## src/hw/rtl/pspu_pkg.sv

```systemverilog
// ----------------------------------------------------------------------------
// pspu_pkg
// Shared types and constants of the pulse shaper and carrier upconverter.
// ----------------------------------------------------------------------------
package pspu_pkg;

	// interpolation is fixed at four phases per symbol
	localparam int UPSAMPLE_FACTOR = 4;
	localparam int K_W             = 2;

	// default sizes of the filter and the sine table
	localparam int FILTER_TAPS_DEF      = 64;
	localparam int SINE_TABLE_DEPTH_DEF = 1024;

	// register reset values and limits
	localparam logic [31:0] PHASE_STEP_RST = 32'd805306368;
	localparam logic [12:0] BLOCK_SIZE_RST = 13'd1024;
	localparam logic [12:0] BLOCK_MAX      = 13'd4096;

	// quarter turn of the carrier phase, and pi/2 in Q30
	localparam logic [31:0]    COS_OFFSET  = 32'h4000_0000;
	localparam longint unsigned HALF_PI_Q30 = 64'd1686629713;

	// input item kinds carried on tuser
	localparam logic ACTION_SYMBOL = 1'b0;
	localparam logic ACTION_LOAD   = 1'b1;

	// configuration register indexes
	localparam int         CFG_ADDR_W     = 1;
	localparam logic [0:0] REG_PHASE_STEP = 1'b0;
	localparam logic [0:0] REG_BLOCK_SIZE = 1'b1;

	// stream payload widths
	localparam int IN_TDATA_W  = 56;
	localparam int OUT_TDATA_W = 16;

	// sequencer states
	typedef enum logic [3:0] {
		ST_IDLE,
		ST_MAC,
		ST_DRAIN,
		ST_ANG,
		ST_ROM,
		ST_MULC,
		ST_MULS,
		ST_SUB,
		ST_EMIT
	} pspu_state_t;

	// commands from the controller to the datapath
	typedef struct packed {
		logic sym_load;
		logic coef_load;
		logic mac_issue;
		logic ang_cos;
		logic rom_cos;
		logic mul_cos;
		logic mul_sin;
		logic mix_sub;
		logic emit;
	} pspu_cmd_t;

	// status from the datapath to the controller
	typedef struct packed {
		logic mac_last;
		logic pipe_empty;
		logic last_phase;
		logic out_free;
	} pspu_sts_t;

endpackage

```

## src/hw/rtl/pspu_ctrl.sv

```systemverilog
// ----------------------------------------------------------------------------
// pspu_ctrl
// Sequencer: accepts items, steps the filter pass, mixer and sample output.
// ----------------------------------------------------------------------------
module pspu_ctrl
	import pspu_pkg::*;
(
	input  logic      clk,
	input  logic      arst_n,
	input  logic      in_valid,
	input  logic      in_action,
	input  pspu_sts_t sts,
	output logic      in_ready,
	output pspu_cmd_t cmd
);

	pspu_state_t state_q;
	pspu_state_t state_d;

	// state register
	always_ff @(posedge clk or negedge arst_n) begin
		if (!arst_n) begin
			state_q <= ST_IDLE;
		end else begin
			state_q <= state_d;
		end
	end

	// next state
	always_comb begin
		state_d = state_q;
		unique case (state_q)
			ST_IDLE: begin
				if (in_valid && in_action == ACTION_SYMBOL) begin
					state_d = ST_MAC;
				end
			end
			ST_MAC: begin
				if (sts.mac_last) begin
					state_d = ST_DRAIN;
				end
			end
			ST_DRAIN: begin
				if (sts.pipe_empty) begin
					state_d = ST_ANG;
				end
			end
			ST_ANG:  state_d = ST_ROM;
			ST_ROM:  state_d = ST_MULC;
			ST_MULC: state_d = ST_MULS;
			ST_MULS: state_d = ST_SUB;
			ST_SUB:  state_d = ST_EMIT;
			ST_EMIT: begin
				if (sts.out_free) begin
					state_d = sts.last_phase ? ST_IDLE : ST_MAC;
				end
			end
			default: state_d = ST_IDLE;
		endcase
	end

	// outputs
	always_comb begin
		cmd      = '0;
		in_ready = 1'b0;
		unique case (state_q)
			ST_IDLE: begin
				in_ready      = 1'b1;
				cmd.sym_load  = in_valid && in_action == ACTION_SYMBOL;
				cmd.coef_load = in_valid && in_action == ACTION_LOAD;
			end
			ST_MAC:   cmd.mac_issue = 1'b1;
			ST_DRAIN: cmd = '0;
			ST_ANG:   cmd.ang_cos = 1'b1;
			ST_ROM:   cmd.rom_cos = 1'b1;
			ST_MULC:  cmd.mul_cos = 1'b1;
			ST_MULS:  cmd.mul_sin = 1'b1;
			ST_SUB:   cmd.mix_sub = 1'b1;
			ST_EMIT:  cmd.emit = sts.out_free;
			default:  cmd = '0;
		endcase
	end

endmodule

```

## config.mk

```make
export PLATFORM = sky130hd
export DESIGN_NAME = pspu_ctrl
export DESIGN_NICKNAME = d
export VERILOG_FILES = /design/src/hw/rtl/pspu_pkg.sv /design/src/hw/rtl/pspu_ctrl.sv
export SDC_FILE = /design/constraint.sdc
export NUM_CORES = 1
export LEC_CHECK = 0
export BUFFER_PORTS_ARGS = -buffer_cell sky130_fd_sc_hd__buf_4
export CORE_AREA = 2 2 39 41
export CTS_CLUSTER_DIAMETER = 120
export DETAILED_ROUTE_END_ITERATION = 6
export DIE_AREA = 0 0 41 43
export GPL_ROUTABILITY_DRIVEN = 0
export PLACE_DENSITY = 0.51
export SLEW_MARGIN = 20
export SYNTH_ARGS = -nofsm -noshare
export SYNTH_HDL_FRONTEND = slang
export SYNTH_SLANG_ARGS = --single-unit
```

## constraint.sdc

```tcl
create_clock -name clk -period 2.9 [get_ports clk]
set_clock_uncertainty 0.1 [all_clocks]
set_input_delay 0.435 -clock clk [delete_from_list [all_inputs] [get_ports clk]]
set_output_delay 0.435 -clock clk [all_outputs]
set_load 0.02 [all_outputs]
```

==> metrics.md, run 1 <==
| Metric | Value |
|---|---|
| Outcome | `finished, final reports clean` |
| Launching point of the worst reg2reg path | `state_q[0]$_DFFE_PN0P_` |
| Yosys synthesis warning count | `0` |
| Combinational power share | `55.0%` |
| Starting density of the core | `22.88%` |
| Max reg flops | `4` |
| Top reg by flops | `state_q` |
| Critical path buffer and inverter count | `1` |
| Vias in the first global route | `304` |
| Post-DP HPWL | `553.3 µm` |
| Core area | `1384 µm²` |
| Cell Chain, Critical Path | `or4b_1 -> nor2_1 -> buf_4` |
| R2r endpoint | `state_q[0]$_DFFE_PN0P_` |
| Netlist cell types | `19` |
| Clock power share | `14.0%` |
| Worst-Skew Late Latency | `0.23 ns` |
| First-pass GRT wire length | `1248 µm` |
| Most frequent cells in the layout | `buf_4 (17), nor2_1 (7), dfrtp_1 (4)` |
| Critical Path RT | `2.37 ns` |
| Row count | `14` |
| Setup crit start kind | `register` |
| Total gr overflow | `0` |
| Seq cells post-synth | `4` |
| Sequential power share | `31.0%` |
| Ports | `18` |
| Cell taking the most area after synthesis | `dfrtp_1` |
| Cell Int Power | `256.1 µW` |
| WS Path Type | `reg -> out` |
| Pre-antenna DRT Iters | `4` |
| Htree depth | `1` |
| Clock-pin slew on the worst setup and hold paths | `0.04 ns` |
| Relative slew slack | `74.69%` |
| Slew @ Worst Pin | `0.3796 ns` |
| Die Width | `41 µm` |
| Largest net degree at the start of global routing | `11` |
| Final hold vios | `0` |
| Final WL | `725 µm` |
| Number of vias per cell | `4.549` |
| Post-cts resize count | `0` |
| Total CTS buffers | `3` |
| Die height | `43 µm` |
| Hold Startpoint | `sts[0]` |
| Fill cells | `168` |
| PD cells | `1021 nW/µm²` |
| RSZ-0062 raised after global routing | `false` |
| Post-Syn Nets | `45` |
| Routing usage on met2 | `14.06%` |
| Most common cell after layout, fill and taps aside | `buf_4` |
| Area Growth Syn to Fin | `50.20%` |
| DR vias | `323` |
| Max Fclk | `0.4805 GHz` |
| Post-synthesis average cell area | `8.556 µm²` |
| CP startpoint | `state_q[2]$_DFFE_PN0P_` |
| Root Driver | `clkbuf_4` |
| Lkg Pwr | `0.0002238 µW` |
| Setup crit end kind | `output port` |
| Slowest-stage cell, CP | `or4b_1` |
| FF-to-FF path depth | `3` |
| Synth top area cells | `dfrtp_1 (32%), nor2_1 (8.3%), nor4_4 (6.7%), nand2b_1 (5.9%), nor4b_1 (5.5%)` |
| Sw Share | `47.26%` |
| Finish-stage setup viols | `0` |
| Input/output buffers | `17` |
| DRC | `0` |
| Hold crit path type | `in -> reg` |
| Final Core Density | `34.36%` |
| Seq. cell area | `100.1 µm²` |
| DIE AREA | `1763 µm²` |
| Busiest grt layer | `met2` |
| Met1 usage | `13.59%` |
| Peak VDD IR | `0.3565 mV` |
| CP max stage delay | `0.56 ns` |
| CP delay by family, top | `simple AND/OR/NAND/NOR gates` |
| Worst-case clock buffer depth | `2` |
| Share of layout cells above drive strength 1 | `41.82%` |
| GRT Total Usage | `10.87%` |
| Hold endpoint | `state_q[3]$_DFFE_PN0P_` |
| Regs by FF count | `state_q x4` |
| Drt wl/cell | `10.21 µm` |
| Number of antenna diodes | `0` |
| Initial DRC Count | `6` |
| CTS tree | `yes` |
| Synth Cell Area | `316.6 µm²` |
| Reg2reg setup slack | `1.47 ns` |
| Post-synthesis sequential area ratio | `31.62%` |
| Setup total negative slack | `0 ns` |
| Post-layout min period | `2.081 ns` |
| Met3 Track Usage GR | `4.712%` |
| Multi-input gate area | `187.7 µm²` |
| Max-cap check violation count | `0` |
| Post-synth top area share | `31.62%` |
| Hold Path Depth | `2` |
| Clk sinks | `4` |
| Initial antenna violation count | `0` |
| Worst Path Arrival | `1.55 ns` |
| Switching power | `229.5 µW` |
| DRT antenna net count | `0` |
| Critical Path Fanout Max | `10` |
| Fin. max-slew vios | `0` |
| Final period utilization | `71.77%` |
| Layout Nets | `65` |
| Mapped Cells | `37` |
[stage by stage]
stage | std cells | hold WS, ns | power [µW] | cell area (µm²) | setup slack, ns
finish | 71 | 0.2949 | 485.6 | 475.5 | 0.8188
global route | 71 | 0.3001 | 523.9 | 475.5 | 0.7302
floorplan | 37 | 0.03941 | 334.9 | 316.6 | 1.046
detailed placement | 67 | 0.1336 | 418.9 | 442.9 | 1.061
CTS | 71 | 0.2902 | 493.8 | 475.5 | 0.8030
global placement | 67 | 0.1325 | 420.9 | 442.9 | 1.066
[power groups by stage]
stage | clock [µW] | sequential, µW | combinational [µW]
floorplan | 0 | 98.4 | 236
global placement | 0 | 151 | 270
detailed placement | 0 | 150 | 268
CTS | 71.8 | 151 | 271
global route | 74.2 | 158 | 292
finish | 68.2 | 151 | 267
[how the worst max path moves through the flow]
| stage | end | cells past startpoint |
|---|---|---|
| floorplan | cmd[0] | 3 |
| global placement | cmd[0] | 3 |
| detailed placement | cmd[0] | 3 |
| CTS | cmd[0] | 3 |
| global route | cmd[0] | 3 |
| finish | cmd[0] | 3 |
[Yosys cell counts]
cell type	count
and3_2	1
a32o_1	1
xor2_1	1
or4b_1	1
or2b_1	1
inv_1	2
o22ai_2	1
o21bai_1	1
nor2_1	7
o31ai_1	1
nand2b_1	3
nand2_1	2
nor4_4	1
buf_2	2
nor3_1	3
dfrtp_1	4
a21oi_1	2
buf_6	1
nor4b_1	2
[layout make-up]
| type | instances | area share, % |
|---|---|---|
| inverters | 2 | 1.579 |
| well taps | 16 | 4.211 |
| repair buffers | 18 | 28.95 |
| multi-input cells | 28 | 39.47 |
| flip-flops and latches | 4 | 21.05 |
| clock buffers | 3 | 4.737 |
[cells by family (layout without fill, tap and decap cells)]
family	Yosys count	count (layout)	share of synthesized area, %
AO/OA/AOI/OAI	6	6	15.02
AND/OR/NAND/NOR	21	21	41.51
XOR/XNOR	1	1	2.767
flip-flops	4	4	31.62
buffers and inverters	5	23	9.092
[per-layer routing]
layer / vias up / wire length (µm)
met4: 0 / 0
met2: 7 / 365
met3: 0 / 35
li1: 166 / -
met1: 150 / 325
met5: - / 0
[repair_timing]
item                                   in CTS  in global routing
hold buffers                                1                  0
endpoints found under the hold margin       4                  0
setup buffers                               0                  0
No activity file was read; power rests on OpenSTA's default activity.
==> run 2: changes to the inputs <==
==> constraint.sdc (replaced) <==
create_clock -name clk -period 2.1 [get_ports clk]
set_clock_uncertainty 0.1 [all_clocks]
set_input_delay 0.315 -clock clk [delete_from_list [all_inputs] [get_ports clk]]
set_output_delay 0.315 -clock clk [all_outputs]
set_load 0.02 [all_outputs]
==> run 2 against run 1 <==
  * Cell area increased by 1.6%
  * Highest routed layer unchanged
  * Die area unchanged
  * Clock power up 39%
  * Critical path depth unchanged
  * Clock-buffer cell count unchanged
  * Via count is 0.93% higher
  * Critical endpoint unchanged
  * Non-clock buffer count up 1
  * Worst setup slack worse by 0.69 ns
  * First-iteration DRC count rose to 3.3 times the previous value
  * Hold slack lost 0.13 ns
==> metrics.md, run 2 (same netlist as run 1, synthesis figures left out) <==
| Metric | Value |
|---|---|
| Outcome | `finished, final reports clean (unchanged)` |
| WS Path Type | `reg -> out (unchanged)` |
| Input/output buffers | `17 (unchanged)` |
| DR vias | `326 (was 323)` |
| Regs by FF count | `state_q x4 (unchanged)` |
| Critical Path RT | `1.68 ns (was 2.37 ns)` |
| Critical Path Fanout Max | `9 (was 10)` |
| Ports | `18 (unchanged)` |
| Fill cells | `153 (was 168)` |
| RSZ-0062 raised after global routing | `false (unchanged)` |
| Setup crit end kind | `output port (unchanged)` |
| Post-CTS setup buffer count | `0 (unchanged)` |
| Share of layout cells above drive strength 1 | `42.86% (was 41.82%)` |
| Hold crit path type | `in -> reg (unchanged)` |
| Placed Cells | `68 (was 67)` |
| Area Growth Syn to Fin | `52.57% (was 50.20%)` |
| Setup crit start kind | `register (unchanged)` |
| Max-cap check violation count | `0 (unchanged)` |
| Pre-antenna DRT Iters | `5 (was 4)` |
| Setup total negative slack | `0 ns (unchanged)` |
| Initial antenna violation count | `0 (unchanged)` |
| Worst Path Arrival | `1.55 ns (about the same)` |
| CP startpoint | `state_q[1]$_DFFE_PN0P_ (was state_q[2]$_DFFE_PN0P_)` |
| Initial DRC Count | `20 (was 6)` |
| Clock power share | `13.8% (was 14.0%)` |
| Launching point of the worst reg2reg path | `state_q[0]$_DFFE_PN0P_ (unchanged)` |
| Post-layout min period | `1.969 ns` |
| Drt wl/cell | `10.63 µm (was 10.21 µm)` |
| Max reg flops | `4 (unchanged)` |
| Clk sinks | `4 (unchanged)` |
| Root Driver | `clkbuf_4 (unchanged)` |
| Final period utilization | `93.78%` |
| Max Fclk | `0.5078 GHz` |
| Largest net degree at the start of global routing | `11 (unchanged)` |
| Sw Share | `46.69% (was 47.26%)` |
| Fin. max-slew vios | `0 (unchanged)` |
| Hold Startpoint | `sts[0] (unchanged)` |
| PD cells | `1423 nW/µm² (was 1021 nW/µm²)` |
| DIE AREA | `1763 µm² (unchanged)` |
| Worst-Skew Late Latency | `0.23 ns (about the same)` |
| Starting density of the core | `22.88% (unchanged)` |
| Most frequent cells in the layout | `buf_4 (18), nor2_1 (7), dfrtp_1 (4) (was buf_4 (17), nor2_1 (7), dfrtp_1 (4))` |
| CTS tree | `yes (unchanged)` |
| DRC | `0 (unchanged)` |
| Final WL | `765 µm (was 725 µm)` |
| Relative slew slack | `77.63% (was 74.69%)` |
| Hold Slack | `0.1664 ns (was 0.2949 ns)` |
| Final Core Density | `34.90% (was 34.36%)` |
| Die Width | `41 µm (unchanged)` |
| Sequential power share | `26.1% (was 31.0%)` |
| Cell Int Power | `366.4 µW (was 256.1 µW)` |
| Row count | `14 (unchanged)` |
| Slew @ Worst Pin | `0.3355 ns (was 0.3796 ns)` |
| Post-DP HPWL | `590.7 µm (was 553.3 µm)` |
| Lkg Pwr | `0.0002287 µW (was 0.0002238 µW)` |
| Number of antenna diodes | `0 (unchanged)` |
| Die height | `43 µm (unchanged)` |
| Number of vias per cell | `4.528 (was 4.549)` |
| Total CTS buffers | `3 (unchanged)` |
| Total gr overflow | `0 (unchanged)` |
| Switching power | `320.9 µW (was 229.5 µW)` |
| Final hold vios | `0 (unchanged)` |
| DRT antenna net count | `0 (unchanged)` |
| Core area | `1384 µm² (unchanged)` |
| First-pass GRT wire length | `1297 µm (was 1248 µm)` |
| Most common cell after layout, fill and taps aside | `buf_4 (unchanged)` |
| Clock-pin slew on the worst setup and hold paths | `0.04 ns (about the same)` |
| Finish-stage setup viols | `0 (unchanged)` |
| GRT Total Usage | `11.37% (was 10.87%)` |
| Combinational power share | `60.1% (was 55.0%)` |
| Top reg by flops | `state_q (unchanged)` |
| Fin cells | `72 (was 71)` |
| Worst-case clock buffer depth | `2 (unchanged)` |
| Htree depth | `1 (unchanged)` |
| Peak VDD IR | `0.4607 mV (was 0.3565 mV)` |
| Layout Nets | `66 (was 65)` |
| Vias in the first global route | `311 (was 304)` |
[run 2: changes by cell type in the layout (fill, tap and decap cells not counted)]
cell   previous run  this run
buf_4            17        18
[run 2: cell type report]
type	count	area [µm²]	area share, %
Inverter	2	7.507	1.554
Multi-Input combinational cell	28	187.7	38.86
Tap cell	16	20.02	4.145
Sequential cell	4	100.1	20.73
Timing Repair Buffer	19	145.1	30.05
Clock buffer	3	22.52	4.663
[run 2: worst paths after layout]
path | end | slack [ns] | cells after the start
max | cmd[0] | 0.13 | 3
min | state_q[3]$_DFFE_PN0P_ | 0.17 | 2
max reg2reg | state_q[0]$_DFFE_PN0P_ | 0.67 | 3
min reg2reg | state_q[3]$_DFFE_PN0P_ | 0.49 | 2
max in group asynchronous | state_q[2]$_DFFE_PN0P_ | 1.48 | 2
min in group asynchronous | state_q[1]$_DFFE_PN0P_ | 0.32 | 2
[run 2: through the flow]
step,instance area (µm²),setup WS (ns),power (µW)
final,483.0,0.1307,687.3
after global routing,483.0,0.005566,757.1
after CTS,483.0,0.1084,697.6
after detailed placement,450.4,0.3704,595.3
after global placement,450.4,0.3895,600.8
after floorplan,316.6,0.3656,462.5
[run 2: critical path, stage by stage (launching register included)]
cell and delay [ns]:
dfrtp_1 0.47, or4b_1 0.59, nor2_1 0.11, buf_4 0.14
[run 2: power by group through the flow]
stage	combinational, µW	sequential, µW	clock, µW
after floorplan	327	136	0
after global placement	420	180	0
after detailed placement	415	180	0
after CTS	418	178	102
after global routing	456	189	112
final	413	180	95.0
[run 2: layer usage]
metal | GRT usage, % | vias to the layer above | wire length (µm)
met5 | 0 | - | 0
met4 | 10.00 | 0 | 0
met3 | 3.141 | 0 | 39
met2 | 13.75 | 7 | 368
met1 | 15.53 | 151 | 357
li1 | - | 168 | -
[run 2: repair_timing]
item	CTS	global route
resized for setup	0	0
hold buffers	1	0
endpoints found under the hold margin	4	0
==> run 3: changes to the inputs <==
--- a/config.mk
+++ b/config.mk
@@ -12,6 +12,7 @@
 export DIE_AREA = 0 0 41 43
 export GPL_ROUTABILITY_DRIVEN = 0
 export PLACE_DENSITY = 0.51
+export RECOVER_POWER = 50
 export SLEW_MARGIN = 20
 export SYNTH_ARGS = -nofsm -noshare
 export SYNTH_HDL_FRONTEND = slang
==> run 3 against run 2 <==
  * Total power barely moved
  * Cell area down 0.78%
  * Fmax is 0.12% lower
  * Worst setup slack lost 0.0024 ns
  * Sequential power about the same
  * Clock power rose by 0.8%
  * Final cell count unchanged
==> metrics.md, run 3 (same netlist as run 1, synthesis figures left out) <==
| Metric | Value |
|---|---|
| Switching power | `321.4 µW (was 320.9 µW)` |
| Fill cells | `155 (was 153)` |
| Max reg flops | `4 (unchanged)` |
| Most common cell after layout, fill and taps aside | `buf_4 (unchanged)` |
| Drt wl/cell | `10.53 µm (was 10.63 µm)` |
| First-pass GRT wire length | `1297 µm (unchanged)` |
| Sequential power share | `26.1% (about the same)` |
| RSZ-0062 raised after global routing | `false (unchanged)` |
| Pre-antenna DRT Iters | `5 (unchanged)` |
| Slew @ Worst Pin | `0.3272 ns (was 0.3355 ns)` |
| Total CTS buffers | `3 (unchanged)` |
| Htree depth | `1 (unchanged)` |
| Post-CTS setup buffer count | `0 (unchanged)` |
| Starting density of the core | `22.88% (unchanged)` |
| Critical Path RT | `1.68 ns (about the same)` |
| DR vias | `328 (was 326)` |
| Sw Share | `46.79% (was 46.69%)` |
| Most frequent cells in the layout | `buf_4 (17), nor2_1 (7), dfrtp_1 (4) (was buf_4 (18), nor2_1 (7), dfrtp_1 (4))` |
| Initial DRC Count | `20 (unchanged)` |
| Post-layout min period | `1.972 ns (was 1.969 ns)` |
| Post-cts resize count | `0 (unchanged)` |
| Vias in the first global route | `311 (unchanged)` |
| Setup crit end kind | `output port (unchanged)` |
| Core area | `1384 µm² (unchanged)` |
| Hold Startpoint | `sts[0] (unchanged)` |
| Combinational power share | `60.0% (was 60.1%)` |
| Final WL | `758 µm (was 765 µm)` |
| DRT antenna net count | `0 (unchanged)` |
| Final hold vios | `0 (unchanged)` |
| Ports | `18 (unchanged)` |
| PD cells | `1434 nW/µm² (was 1423 nW/µm²)` |
| Row count | `14 (unchanged)` |
| Worst-case clock buffer depth | `2 (unchanged)` |
| Launching point of the worst reg2reg path | `state_q[0]$_DFFE_PN0P_ (unchanged)` |
| DIE AREA | `1763 µm² (unchanged)` |
| Hold Slack | `0.1658 ns (was 0.1664 ns)` |
| Input/output buffers | `17 (unchanged)` |
| Final period utilization | `93.89% (was 93.78%)` |
| Clock power share | `13.9% (was 13.8%)` |
| Area Growth Syn to Fin | `51.38% (was 52.57%)` |
| Worst Path Arrival | `1.56 ns (was 1.55 ns)` |
| Fin. max-slew vios | `0 (unchanged)` |
| Die Width | `41 µm (unchanged)` |
| Share of layout cells above drive strength 1 | `41.07% (was 42.86%)` |
| Number of vias per cell | `4.556 (was 4.528)` |
| CTS tree | `yes (unchanged)` |
| Die height | `43 µm (unchanged)` |
| Worst-Skew Late Latency | `0.23 ns (about the same)` |
| Outcome | `finished, final reports clean (unchanged)` |
| Hold crit path type | `in -> reg (unchanged)` |
| Root Driver | `clkbuf_4 (unchanged)` |
| Number of antenna diodes | `0 (unchanged)` |
| GRT Total Usage | `11.37% (unchanged)` |
| Setup total negative slack | `0 ns (unchanged)` |
| Lkg Pwr | `0.0002251 µW (was 0.0002287 µW)` |
| WS Path Type | `reg -> out (unchanged)` |
| Regs by FF count | `state_q x4 (unchanged)` |
| Max-cap check violation count | `0 (unchanged)` |
| Finish-stage setup viols | `0 (unchanged)` |
| Top reg by flops | `state_q (unchanged)` |
| DRC | `0 (unchanged)` |
| Largest net degree at the start of global routing | `11 (unchanged)` |
| Max Fclk | `0.5072 GHz (was 0.5078 GHz)` |
| Clk sinks | `4 (unchanged)` |
| Post-cts hold buffer count | `1 (unchanged)` |
| Setup crit start kind | `register (unchanged)` |
| CP startpoint | `state_q[0]$_DFFE_PN0P_ (was state_q[1]$_DFFE_PN0P_)` |
| Cell Int Power | `365.6 µW (was 366.4 µW)` |
| Post-DP HPWL | `590.7 µm (unchanged)` |
| Layout Nets | `66 (unchanged)` |
| Initial antenna violation count | `0 (unchanged)` |
| Total gr overflow | `0 (unchanged)` |
| Clock-pin slew on the worst setup and hold paths | `0.04 ns (about the same)` |
| Peak VDD IR | `0.4593 mV (was 0.4607 mV)` |
| Relative slew slack | `78.19% (was 77.63%)` |
| Critical Path Fanout Max | `7 (was 9)` |
[run 3: cell types whose count changed in the layout (fill, tap and decap cells not counted), sizes merged]
cell,previous run,this run
buf,18,17
clkbuf,3,4
[run 3: final cells by class]
type / count / area (µm²) / share of cell area, %
multi-input cells: 28 / 187.7 / 39.16
repair buffers: 19 / 141.4 / 29.50
flip-flops and latches: 4 / 100.1 / 20.89
clock buffers: 3 / 22.52 / 4.700
well taps: 16 / 20.02 / 4.178
inverters: 2 / 7.507 / 1.567
[run 3: critical path: stages (launching register included)]
cell and delay, ns:
dfrtp_1 0.46, or4b_1 0.60, nor2_1 0.11, buf_4 0.14
[run 3: metrics by stage]
step | total power [µW] | instance area [µm²] | std cells | utilization, % | setup slack, ns
after floorplan | 462.5 | 316.6 | 37 | - | 0.3656
after global routing | 756.3 | 479.2 | 72 | 34.63 | 0.005566
after detailed placement | 595.3 | 450.4 | 68 | 32.55 | 0.3704
after global placement | 600.8 | 450.4 | 68 | 32.55 | 0.3895
final | 687.0 | 479.2 | 72 | 34.63 | 0.1282
after CTS | 697.6 | 483.0 | 72 | 34.90 | 0.1084
[run 3: layer usage]
layer | global-route usage [%] | share of wire, %
met1 | 15.53 | 46
met4 | 10.00 | 0
met2 | 13.75 | 48
met3 | 3.141 | 5.8
met5 | 0 | 0
[run 3: final timing paths]
kind                                     endpoint  slack [ns]  cells past startpoint
min                        state_q[3]$_DFFE_PN0P_        0.17                      2
max                                        cmd[0]        0.13                      3
min in group asynchronous  state_q[1]$_DFFE_PN0P_        0.34                      2
max in group asynchronous  state_q[2]$_DFFE_PN0P_        1.37                      2
min reg2reg                state_q[3]$_DFFE_PN0P_        0.50                      2
max reg2reg                state_q[0]$_DFFE_PN0P_        0.67                      3
[run 3: power groups by stage]
| stage | clock network [µW] | registers, µW | logic (µW) |
|---|---|---|---|
| 4_1_cts | 102 | 178 | 418 |
| 5_1_grt | 112 | 189 | 455 |
| 3_5_place_dp | 0 | 180 | 415 |
| 6_report | 95.8 | 179 | 412 |
| 3_3_place_gp | 0 | 180 | 420 |
| 2_1_floorplan | 0 | 136 | 327 |
